--- src/rtl/p2plm_pkg.sv ---
// Shared constants, types and mapping helpers for the peak-to-peak level meter.
package p2plm_pkg;

  localparam int SAMPLE_BITS   = 12;
  localparam int SPAN_FIELD_W  = 12;
  localparam int HEIGHT_W      = 6;
  localparam int HISTORY_DEPTH = 10;
  localparam int HIST_SLOTS    = 10;
  localparam int HIST_FIELD_W  = HIST_SLOTS * HEIGHT_W;
  localparam int FULL_SCALE    = 40;
  localparam int NOISE_FLOOR   = 20;

  localparam int IN_TDATA_W  = ((SPAN_FIELD_W + 7) / 8) * 8;
  localparam int OUT_FIELD_W = HEIGHT_W + SPAN_FIELD_W + HIST_FIELD_W;
  localparam int OUT_TDATA_W = ((OUT_FIELD_W + 7) / 8) * 8;

  typedef logic [SAMPLE_BITS-1:0] sample_t;
  typedef logic [HEIGHT_W-1:0]    height_t;

  // Sensitivity modes, each picking a mapping ceiling.
  typedef enum logic [1:0] {
    SENS_3200 = 2'd0,
    SENS_1800 = 2'd1,
    SENS_550  = 2'd2,
    SENS_180  = 2'd3
  } sens_mode_t;

  localparam sens_mode_t SENS_RESET = SENS_550;

  // Divisors are ceiling minus noise floor.
  localparam int DIV_3200 = 3200 - NOISE_FLOOR;
  localparam int DIV_1800 = 1800 - NOISE_FLOOR;
  localparam int DIV_550  = 550 - NOISE_FLOOR;
  localparam int DIV_180  = 180 - NOISE_FLOOR;

  // Reciprocals scaled by 2^RECIP_SHIFT, rounded up. With the numerator below
  // 2^18 and divisors below 2^12 the truncated product is the exact quotient.
  localparam int RECIP_SHIFT = 32;
  localparam int RECIP_W     = 26;
  localparam int NUM_W       = SAMPLE_BITS + HEIGHT_W;
  localparam int PROD_W      = NUM_W + RECIP_W;

  localparam logic [RECIP_W-1:0] RECIP_3200 =
    RECIP_W'(((64'd1 << RECIP_SHIFT) + 64'(DIV_3200) - 64'd1) / 64'(DIV_3200));
  localparam logic [RECIP_W-1:0] RECIP_1800 =
    RECIP_W'(((64'd1 << RECIP_SHIFT) + 64'(DIV_1800) - 64'd1) / 64'(DIV_1800));
  localparam logic [RECIP_W-1:0] RECIP_550 =
    RECIP_W'(((64'd1 << RECIP_SHIFT) + 64'(DIV_550) - 64'd1) / 64'(DIV_550));
  localparam logic [RECIP_W-1:0] RECIP_180 =
    RECIP_W'(((64'd1 << RECIP_SHIFT) + 64'(DIV_180) - 64'd1) / 64'(DIV_180));

  function automatic sample_t divisor_of(sens_mode_t mode);
    sample_t d;
    unique case (mode)
      SENS_3200: d = SAMPLE_BITS'(DIV_3200);
      SENS_1800: d = SAMPLE_BITS'(DIV_1800);
      SENS_550:  d = SAMPLE_BITS'(DIV_550);
      SENS_180:  d = SAMPLE_BITS'(DIV_180);
      default:   d = SAMPLE_BITS'(DIV_550);
    endcase
    return d;
  endfunction

  function automatic logic [RECIP_W-1:0] recip_of(sens_mode_t mode);
    logic [RECIP_W-1:0] r;
    unique case (mode)
      SENS_3200: r = RECIP_3200;
      SENS_1800: r = RECIP_1800;
      SENS_550:  r = RECIP_550;
      SENS_180:  r = RECIP_180;
      default:   r = RECIP_550;
    endcase
    return r;
  endfunction

endpackage

--- src/rtl/peak_to_peak_level_meter_top.sv ---
// Top level of the peak-to-peak level meter with its stream and config ports.
//
// The meter takes one microphone sample per transaction on the in_ stream and
// keeps the running maximum and minimum of the current window. The sample that
// arrives with in_tlast high is folded in first, then the window closes: the
// span (maximum minus minimum) is mapped linearly from a noise floor of 20 up
// to the ceiling picked by the sensitivity mode (3200, 1800, 550 or 180) onto
// 0..40, truncated and clamped. That height is pushed into a ten-entry history
// (cleared at reset) and one result transaction carries height, span and the
// packed history. Samples without in_tlast produce no result. The block takes
// one sample per clock cycle while in_tready is high. A closing sample passes
// through two registers: the span register, then the result register, which
// offers its result on out_. Backpressure on out_ holds the result register
// and then the span register; in_tready drops only when both hold a window
// that has not moved on. The sensitivity mode is written through the cfg_
// channel, which is always ready, and resets to mode 2 (ceiling 550); write
// it only while no window result is pending.
module peak_to_peak_level_meter_top (
  input  logic        clk,
  input  logic        rst_n,
  // Sample stream.
  input  logic        in_tvalid,
  output logic        in_tready,
  input  logic [15:0] in_tdata,   // [11:0] sample_value, [15:12] zero
  input  logic        in_tlast,   // window_last
  // Result stream.
  output logic        out_tvalid,
  input  logic        out_tready,
  output logic [79:0] out_tdata,  // [5:0] bar_height, [17:6] peak_span,
                                  // [77:18] history_packed, [79:78] zero
  // Configuration write channel.
  input  logic        cfg_valid,
  output logic        cfg_ready,
  input  logic [1:0]  cfg_data    // sensitivity_mode
);
  import p2plm_pkg::*;

  sens_mode_t mode_r;

  sample_t    hi_r, hi_nxt;
  sample_t    lo_r, lo_nxt;
  sample_t    sample;
  sample_t    cur_hi, cur_lo;

  logic       span_vld_r, span_vld_nxt;
  sample_t    span_r;

  logic       res_ready;
  logic       span_adv;
  logic       in_fire;

  height_t    height;
  height_t    height_r;
  sample_t    span_out_r;
  height_t    hist_r [HISTORY_DEPTH];
  logic [HIST_FIELD_W-1:0] hist_packed;
  logic       out_vld_nxt;

  assign cfg_ready = 1'b1;

  always_ff @(posedge clk) begin
    if (!rst_n) begin
      mode_r <= SENS_RESET;
    end else if (cfg_valid && cfg_ready) begin
      mode_r <= sens_mode_t'(cfg_data);
    end
  end

  // Handshake between the span stage and the result register.
  assign res_ready = !out_tvalid || out_tready;
  assign span_adv  = span_vld_r && res_ready;
  assign in_tready = !span_vld_r || res_ready;
  assign in_fire   = in_tvalid && in_tready;

  // Running extremes including the sample on the bus.
  assign sample = in_tdata[SAMPLE_BITS-1:0];
  assign cur_hi = (sample > hi_r) ? sample : hi_r;
  assign cur_lo = (sample < lo_r) ? sample : lo_r;

  always_comb begin
    hi_nxt       = hi_r;
    lo_nxt       = lo_r;
    span_vld_nxt = span_adv ? 1'b0 : span_vld_r;
    if (in_fire) begin
      if (in_tlast) begin
        // Window closes: rearm the extremes for the next one.
        hi_nxt       = '0;
        lo_nxt       = '1;
        span_vld_nxt = 1'b1;
      end else begin
        hi_nxt = cur_hi;
        lo_nxt = cur_lo;
      end
    end
  end

  always_ff @(posedge clk) begin
    if (!rst_n) begin
      hi_r       <= '0;
      lo_r       <= '1;
      span_vld_r <= 1'b0;
    end else begin
      hi_r       <= hi_nxt;
      lo_r       <= lo_nxt;
      span_vld_r <= span_vld_nxt;
    end
  end

  always_ff @(posedge clk) begin
    if (in_fire && in_tlast) begin
      span_r <= (cur_hi >= cur_lo) ? (cur_hi - cur_lo) : '0;
    end
  end

  p2plm_height_map u_height_map (
    .span   (span_r),
    .mode   (mode_r),
    .height (height)
  );

  // Result register and history. The history only shifts when the previous
  // result has been taken, so it doubles as the output's history field.
  assign out_vld_nxt = span_adv ? 1'b1 : (out_tready ? 1'b0 : out_tvalid);

  always_ff @(posedge clk) begin
    if (!rst_n) begin
      out_tvalid <= 1'b0;
      for (int i = 0; i < HISTORY_DEPTH; i++) begin
        hist_r[i] <= '0;
      end
    end else begin
      out_tvalid <= out_vld_nxt;
      if (span_adv) begin
        hist_r[0] <= height;
        for (int i = 1; i < HISTORY_DEPTH; i++) begin
          hist_r[i] <= hist_r[i-1];
        end
      end
    end
  end

  always_ff @(posedge clk) begin
    if (span_adv) begin
      height_r   <= height;
      span_out_r <= span_r;
    end
  end

  always_comb begin
    hist_packed = '0;
    for (int i = 0; i < HISTORY_DEPTH; i++) begin
      hist_packed[i*HEIGHT_W +: HEIGHT_W] = hist_r[i];
    end
  end

  assign out_tdata = OUT_TDATA_W'({hist_packed, SPAN_FIELD_W'(span_out_r), height_r});

endmodule

--- src/rtl/p2plm_height_map.sv ---
// Linear span-to-height mapping with noise floor, truncation and clamping.
module p2plm_height_map (
  input  p2plm_pkg::sample_t    span,
  input  p2plm_pkg::sens_mode_t mode,
  output p2plm_pkg::height_t    height
);
  import p2plm_pkg::*;

  sample_t            diff;
  sample_t            divisor;
  logic [NUM_W-1:0]   num;
  logic [PROD_W-1:0]  prod;

  assign diff    = span - SAMPLE_BITS'(NOISE_FLOOR);
  assign divisor = divisor_of(mode);
  assign num     = NUM_W'(diff) * NUM_W'(FULL_SCALE);
  assign prod    = PROD_W'(num) * PROD_W'(recip_of(mode));

  always_comb begin
    priority if (span <= SAMPLE_BITS'(NOISE_FLOOR)) begin
      height = '0;
    end else if (diff >= divisor) begin
      // The quotient would reach full scale or beyond.
      height = HEIGHT_W'(FULL_SCALE);
    end else begin
      height = prod[RECIP_SHIFT +: HEIGHT_W];
    end
  end

endmodule
--- config.mk ---
export PLATFORM = sky130hd
export DESIGN_NAME = peak_to_peak_level_meter_top
export DESIGN_NICKNAME = d
export VERILOG_FILES = /design/src/rtl/p2plm_pkg.sv /design/src/rtl/peak_to_peak_level_meter_top.sv /design/src/rtl/p2plm_height_map.sv
export SDC_FILE = /design/constraint.sdc
export NUM_CORES = 1
export LEC_CHECK = 0
export ABC_AREA = 1
export BUFFER_PORTS_ARGS = -buffer_cell sky130_fd_sc_hd__buf_2
export CORE_MARGIN = 4
export CORE_UTILIZATION = 30
export DETAILED_ROUTE_END_ITERATION = 8
export PLACE_DENSITY_LB_ADDON = 0.1
export SYNTH_ARGS = -nofsm -noshare
export SYNTH_HDL_FRONTEND = slang
export SYNTH_SLANG_ARGS = --single-unit
--- constraint.sdc ---
create_clock -name clk -period 14.6 [get_ports clk]
set_clock_uncertainty 0.2 [all_clocks]
set_input_delay 2.92 -clock clk [delete_from_list [all_inputs] [get_ports clk]]
set_output_delay 2.92 -clock clk [all_outputs]
set_load 0.02 [all_outputs]
Word level (Yosys, flattened, before mapping)

Memory sizes are Yosys's and may differ from the RTL's.
Cells that the tools add are included.

RAM bits: 60
Memory bits (read-only): 0
Output and inout port bits: 83
Register bits: 58
Memories kept: 1
Latch bits: 0
Word-level logic and storage cells: 67

Multiplexer cells: 27
Add/subtract/negate cells: 2
Shifts and indexed selects: 0
Reductions and logical operators: 9
Bitwise gates (word level): 10
Div/mod/pow operators: 0
Multipliers: 2
Magnitude comparators: 5
Equality and inequality tests: 3

Memories:

| memory | words | width | rd ports | clocked after Yosys merged registers in | write ports | line                               | text |
|---|---|---|---|---|---|---|---|
| hist_r | 10    | 6     | 10       | 0                                       | 10          | peak_to_peak_level_meter_top.sv:55 | `height_t hist_r [HISTORY_DEPTH];` |

Operators by type and width:

| operator                | number |
|---|---|
| $pmux W26 S4            | 1 |
| $mux W6                 | 12 |
| $mux W12                | 4 |
| $pmux W12 S4            | 1 |
| $mul A15 B26 Y35        | 1 |
| $ge A12 B12 Y1          | 2 |
| $mul A12 B3 Y15 const B | 1 |
| $gt A12 B12 Y1          | 1 |
| $le A12 B5 Y1 const B   | 1 |
| $lt A12 B12 Y1          | 1 |
| $sub A12 B12 Y12        | 1 |
| $sub A12 B5 Y12 const B | 1 |
| $or A1 B1 Y1            | 10 |
| $mux W1                 | 9 |
| $eq A2 B2 Y1 const B    | 2 |
| $logic_and A1 B1 Y1     | 3 |
| $eq A2 B1 Y1 const B    | 1 |
| $logic_not A1 Y1        | 2 |
| $logic_not A2 Y1        | 1 |
| $logic_or A1 B1 Y1      | 2 |
| $reduce_bool A2 Y1      | 1 |

Longest topological paths before layout

Depth in word-level cells: 7
Gate-level depth with buffers: 50
Depth with buffers taken out: 50

By module

Synthesis repeated with hierarchy kept, for this count alone.

Cell total of the unflattened synthesis: 2,007
Area, all modules: 17,336.6 um^2

Modules (own cells, without submodules):

| module                       | area each (um^2) | sequential area each (um^2) | cells an instance | times used |
|---|---|---|---|---|
| p2plm_height_map             | 11,078.1         | 0.0                         | 1,348             | 1 |
| peak_to_peak_level_meter_top | 6,258.5          | 3,263.1                     | 659               | 1 |

Worst setup path after synthesis

OpenSTA, ideal clock, no wires.

Kind: reg-to-reg
Start: register span_r[2]
End: memory hist_r[0][0] (netlist name), data pin
Library setup time: 0.271 ns
Cell stages (with the launch flop): 34
Buffers on the path: 0
Required time: 14.129 ns
Setup slack: 6.617 ns
Period minus slack after synthesis: 7.983 ns
Data arrival time: 7.512 ns
Cells stage by stage: edfxtp_1 inv_1 ha_1 nor2_2 nor2_2 xor2_1 ha_1 ha_1 a21oi_1 o21ai_0 a21oi_1 xnor2_1 clkinv_1 nor2_1 inv_1 fa_1 inv_1 fa_1 fa_1 fa_1 fa_1 inv_1 fa_1 inv_1 ha_1 a21boi_0 o21ai_0 nand2_1 nand2_1 nand2_1 a221oi_1 nand2_1 xnor2_1 nor3_1

RTL lines:

| element                | line                                | text |
|---|---|---|
| start, declared        | peak_to_peak_level_meter_top.sv:46  | `sample_t span_r;` |
| start signal, assigned | peak_to_peak_level_meter_top.sv:111 | `span_r <= (cur_hi >= cur_lo) ? (cur_hi - cur_lo) : '0;` |
| end, declared          | peak_to_peak_level_meter_top.sv:55  |  |

==> flow_summary.yaml <==
synth:
  syn_area_um2: 16500
  avgSynthCellArea_um2: 8.75
  synthTopCellsByArea: "fa_1, edfxtp_1, ha_1, inv_1, nand2_1"
  ys_ff_latch: 118
  async_flop_share_pct: 0
  synth-edff-count: 90
  dominantRegCellSynth: "edfxtp_1"
  synth_warnings: 0
  synth.largest_area_cell: "fa_1"
  synth_fa_ha_area_share_pct: 45.4
  synth-compound-area-share_pct: 6.85
  synth.distinct_cells: 49
  synthMuxAreaShare_pct: 0
  yosysSeqAreaShare_pct: 19.8
  synth_top_family_by_area: "adder cells"
  synth_cells: 1880
  synthSimpleGateAreaFrac_pct: 13.7
  synth_top_area_share_pct: 33.7
  synth_xor_area_share_pct: 1.49
  synthTopCellsByCount: "inv_1, fa_1, nand2_1, nor2_1, ha_1"
  synth_most_common_cell: "inv_1"
finish:
  fillers: 5671
  final_cell_area_um2: 18400
  seqCellArea_um2: 3260
  diodes: 0
  multi_input_area_um2: 11100
  nets: 2431
  drive_above_1_share_pct: 9.05
  area_growth_pct: 11.7
  instances_no_fill: 2685
critical_path:
  cp_num_buf_inv: 6
  cp.arrival_ps: 9670
  cp_slowest_cell: "fa_1"
  path_common_cell: "fa_1"
  slowest_delay_ps: 600
  start_kind: "register"
  cp_max_fo: 10
  path_class: "register to register"
  end_kind: "register"
  cp_top_family: "adder cells"
  required_ps: 14550
timing:
  holdWs_ps: 262
  rsz0062_at_grt: "no"
  finalCritPeriodShare_pct: 66.6
  tns_ps: 0
  setup_viol: 0
  period_needed_ps: 9720
  max_freq_mhz: 103
  finalHoldViolations: 0
  worstMarginPinSlew_ps: 957
  relSlewSlack_pct: 36.0
  slew_viol_final: 0
floorplanning:
  num_rows: 85
  die-width_um: 242
  dieArea_um2: 58700
  ioPinCount: 107
  die_height_um: 242
  start_util_pct: 30.5
  core_area_um2: 54000
hold_path:
  hp-class: "register to register"
clock_network:
  htree_num_levels: 4
  clk_pin_slew_ps: 60
  cts_inserted_buffers: 17
  cts.repair.resized: 0
  clock_latency_ps: 430
  cts_root_buffer: "clkbuf_16"
  ctsHoldBuffers: 0
  numClockSinks: 118
  cts_tree: "built"
  post_cts_buffers: 0
  cts_buffer_depth: 2
grt:
  grt_first_pass_wirelength_um: 74600
  grt_use_total_pct: 16.5
  grt_max_degree: 61
  overflow: 0
  antenna_found_initial: 0
  grt_pass1_vias: 12528
detailed_routing:
  drtAntennaViolNets: 0
  route.detailed.drc: 0
  drtIter0Drc: 485
  vias_per_cell: 4.42
  vias: 11880
  routedWlPerCell_um: 17.5
  first_pass_iters: 5
  finalWirelength_um: 47100
outcome:
  status: "finished, final reports clean"
place:
  placed_area_um2: 17800
  portBuffers: 99
  gp_congestion: 0.873
  place_inst: 2653
  hpwl_um: 40300
flow_run:
  drv_cap: 0
-- final timing paths --
check,slack [ps],startpoint,cells past startpoint,endpoint
setup / recovery,4880,span_r[2]$_SDFFCE_PN0P_,35,hist_r[0][5]$_SDFFCE_PN0P_
hold / removal,260,hi_r[7]$_SDFFE_PN0P_,2,hi_r[7]$_SDFFE_PN0P_
setup reg to reg,4880,span_r[2]$_SDFFCE_PN0P_,35,hist_r[0][5]$_SDFFCE_PN0P_
hold reg to reg,260,hi_r[7]$_SDFFE_PN0P_,2,hi_r[7]$_SDFFE_PN0P_
-- cell type report --
type                            count  area share (%)
Multi-Input combinational cell   1212            60.5
Tap cell                          696            4.74
Sequential cell                   118            17.8
Clock inverter                     15           0.967
Clock buffer                       17            2.31
Inverter                          515            10.5
Timing Repair Buffer              112            3.23
-- routing by layer --
metal / global-route usage, % / wire length (um) / vias to the layer above
met4: 4.39 / 1110 / 0
met2: 26.4 / 21700 / 193
li1: - / - / 5882
met1: 23.6 / 22800 / 5755
met3: 2.37 / 1520 / 50
met5: 0 / 0 / -
-- flip-flops by register name, summed over array words and instances, names as in the netlist --
| register | count |
|---|---|
| height_r | 6 |
| hi_r | 12 |
| hist_r | 60 |
| lo_r | 12 |
| mode_r | 2 |
| out_tvalid | 1 |
| span_out_r | 12 |
| span_r | 12 |
| span_vld_r | 1 |
-- cells by family after synthesis --
family	Yosys count
other cells	2
fa+ha+maj	431
simple gates	546
buf+inv	551
xor+xnor	28
compound gates	204
flops	118
-- stage by stage --
step                      setup WS, ps  utilization [%]
after global routing              4120             34.0
after CTS                         4680             34.0
after global placement            4730             32.9
after floorplan                   6620                -
after detailed placement          4720             32.9
final                             4880             34.0
-- layout by cell type, fill, tap and decap left out, drive strengths merged, types with 16 or more instances in the layout --
cell type,Yosys,layout
o21ai,67,67
buf,12,112
fa,277,277
clkbuf,24,17
ha,154,154
xnor2,16,16
edfxtp,90,90
dfxtp,28,28
inv,511,515
nand3,46,46
nor2,228,228
nand2,246,246
a21oi,102,102
-- worst reg2reg max path, delay by kind of cell (launching register included) --
family	cells	cell delay (ps)
fa+ha+maj	10	4430
simple gates	13	1890
xor+xnor	2	660
buf+inv	6	1020
flops	1	410
compound gates	4	800
Power is not shown: default switching activity piles up to over one toggle a cycle in this logic, so the estimate is an artifact.
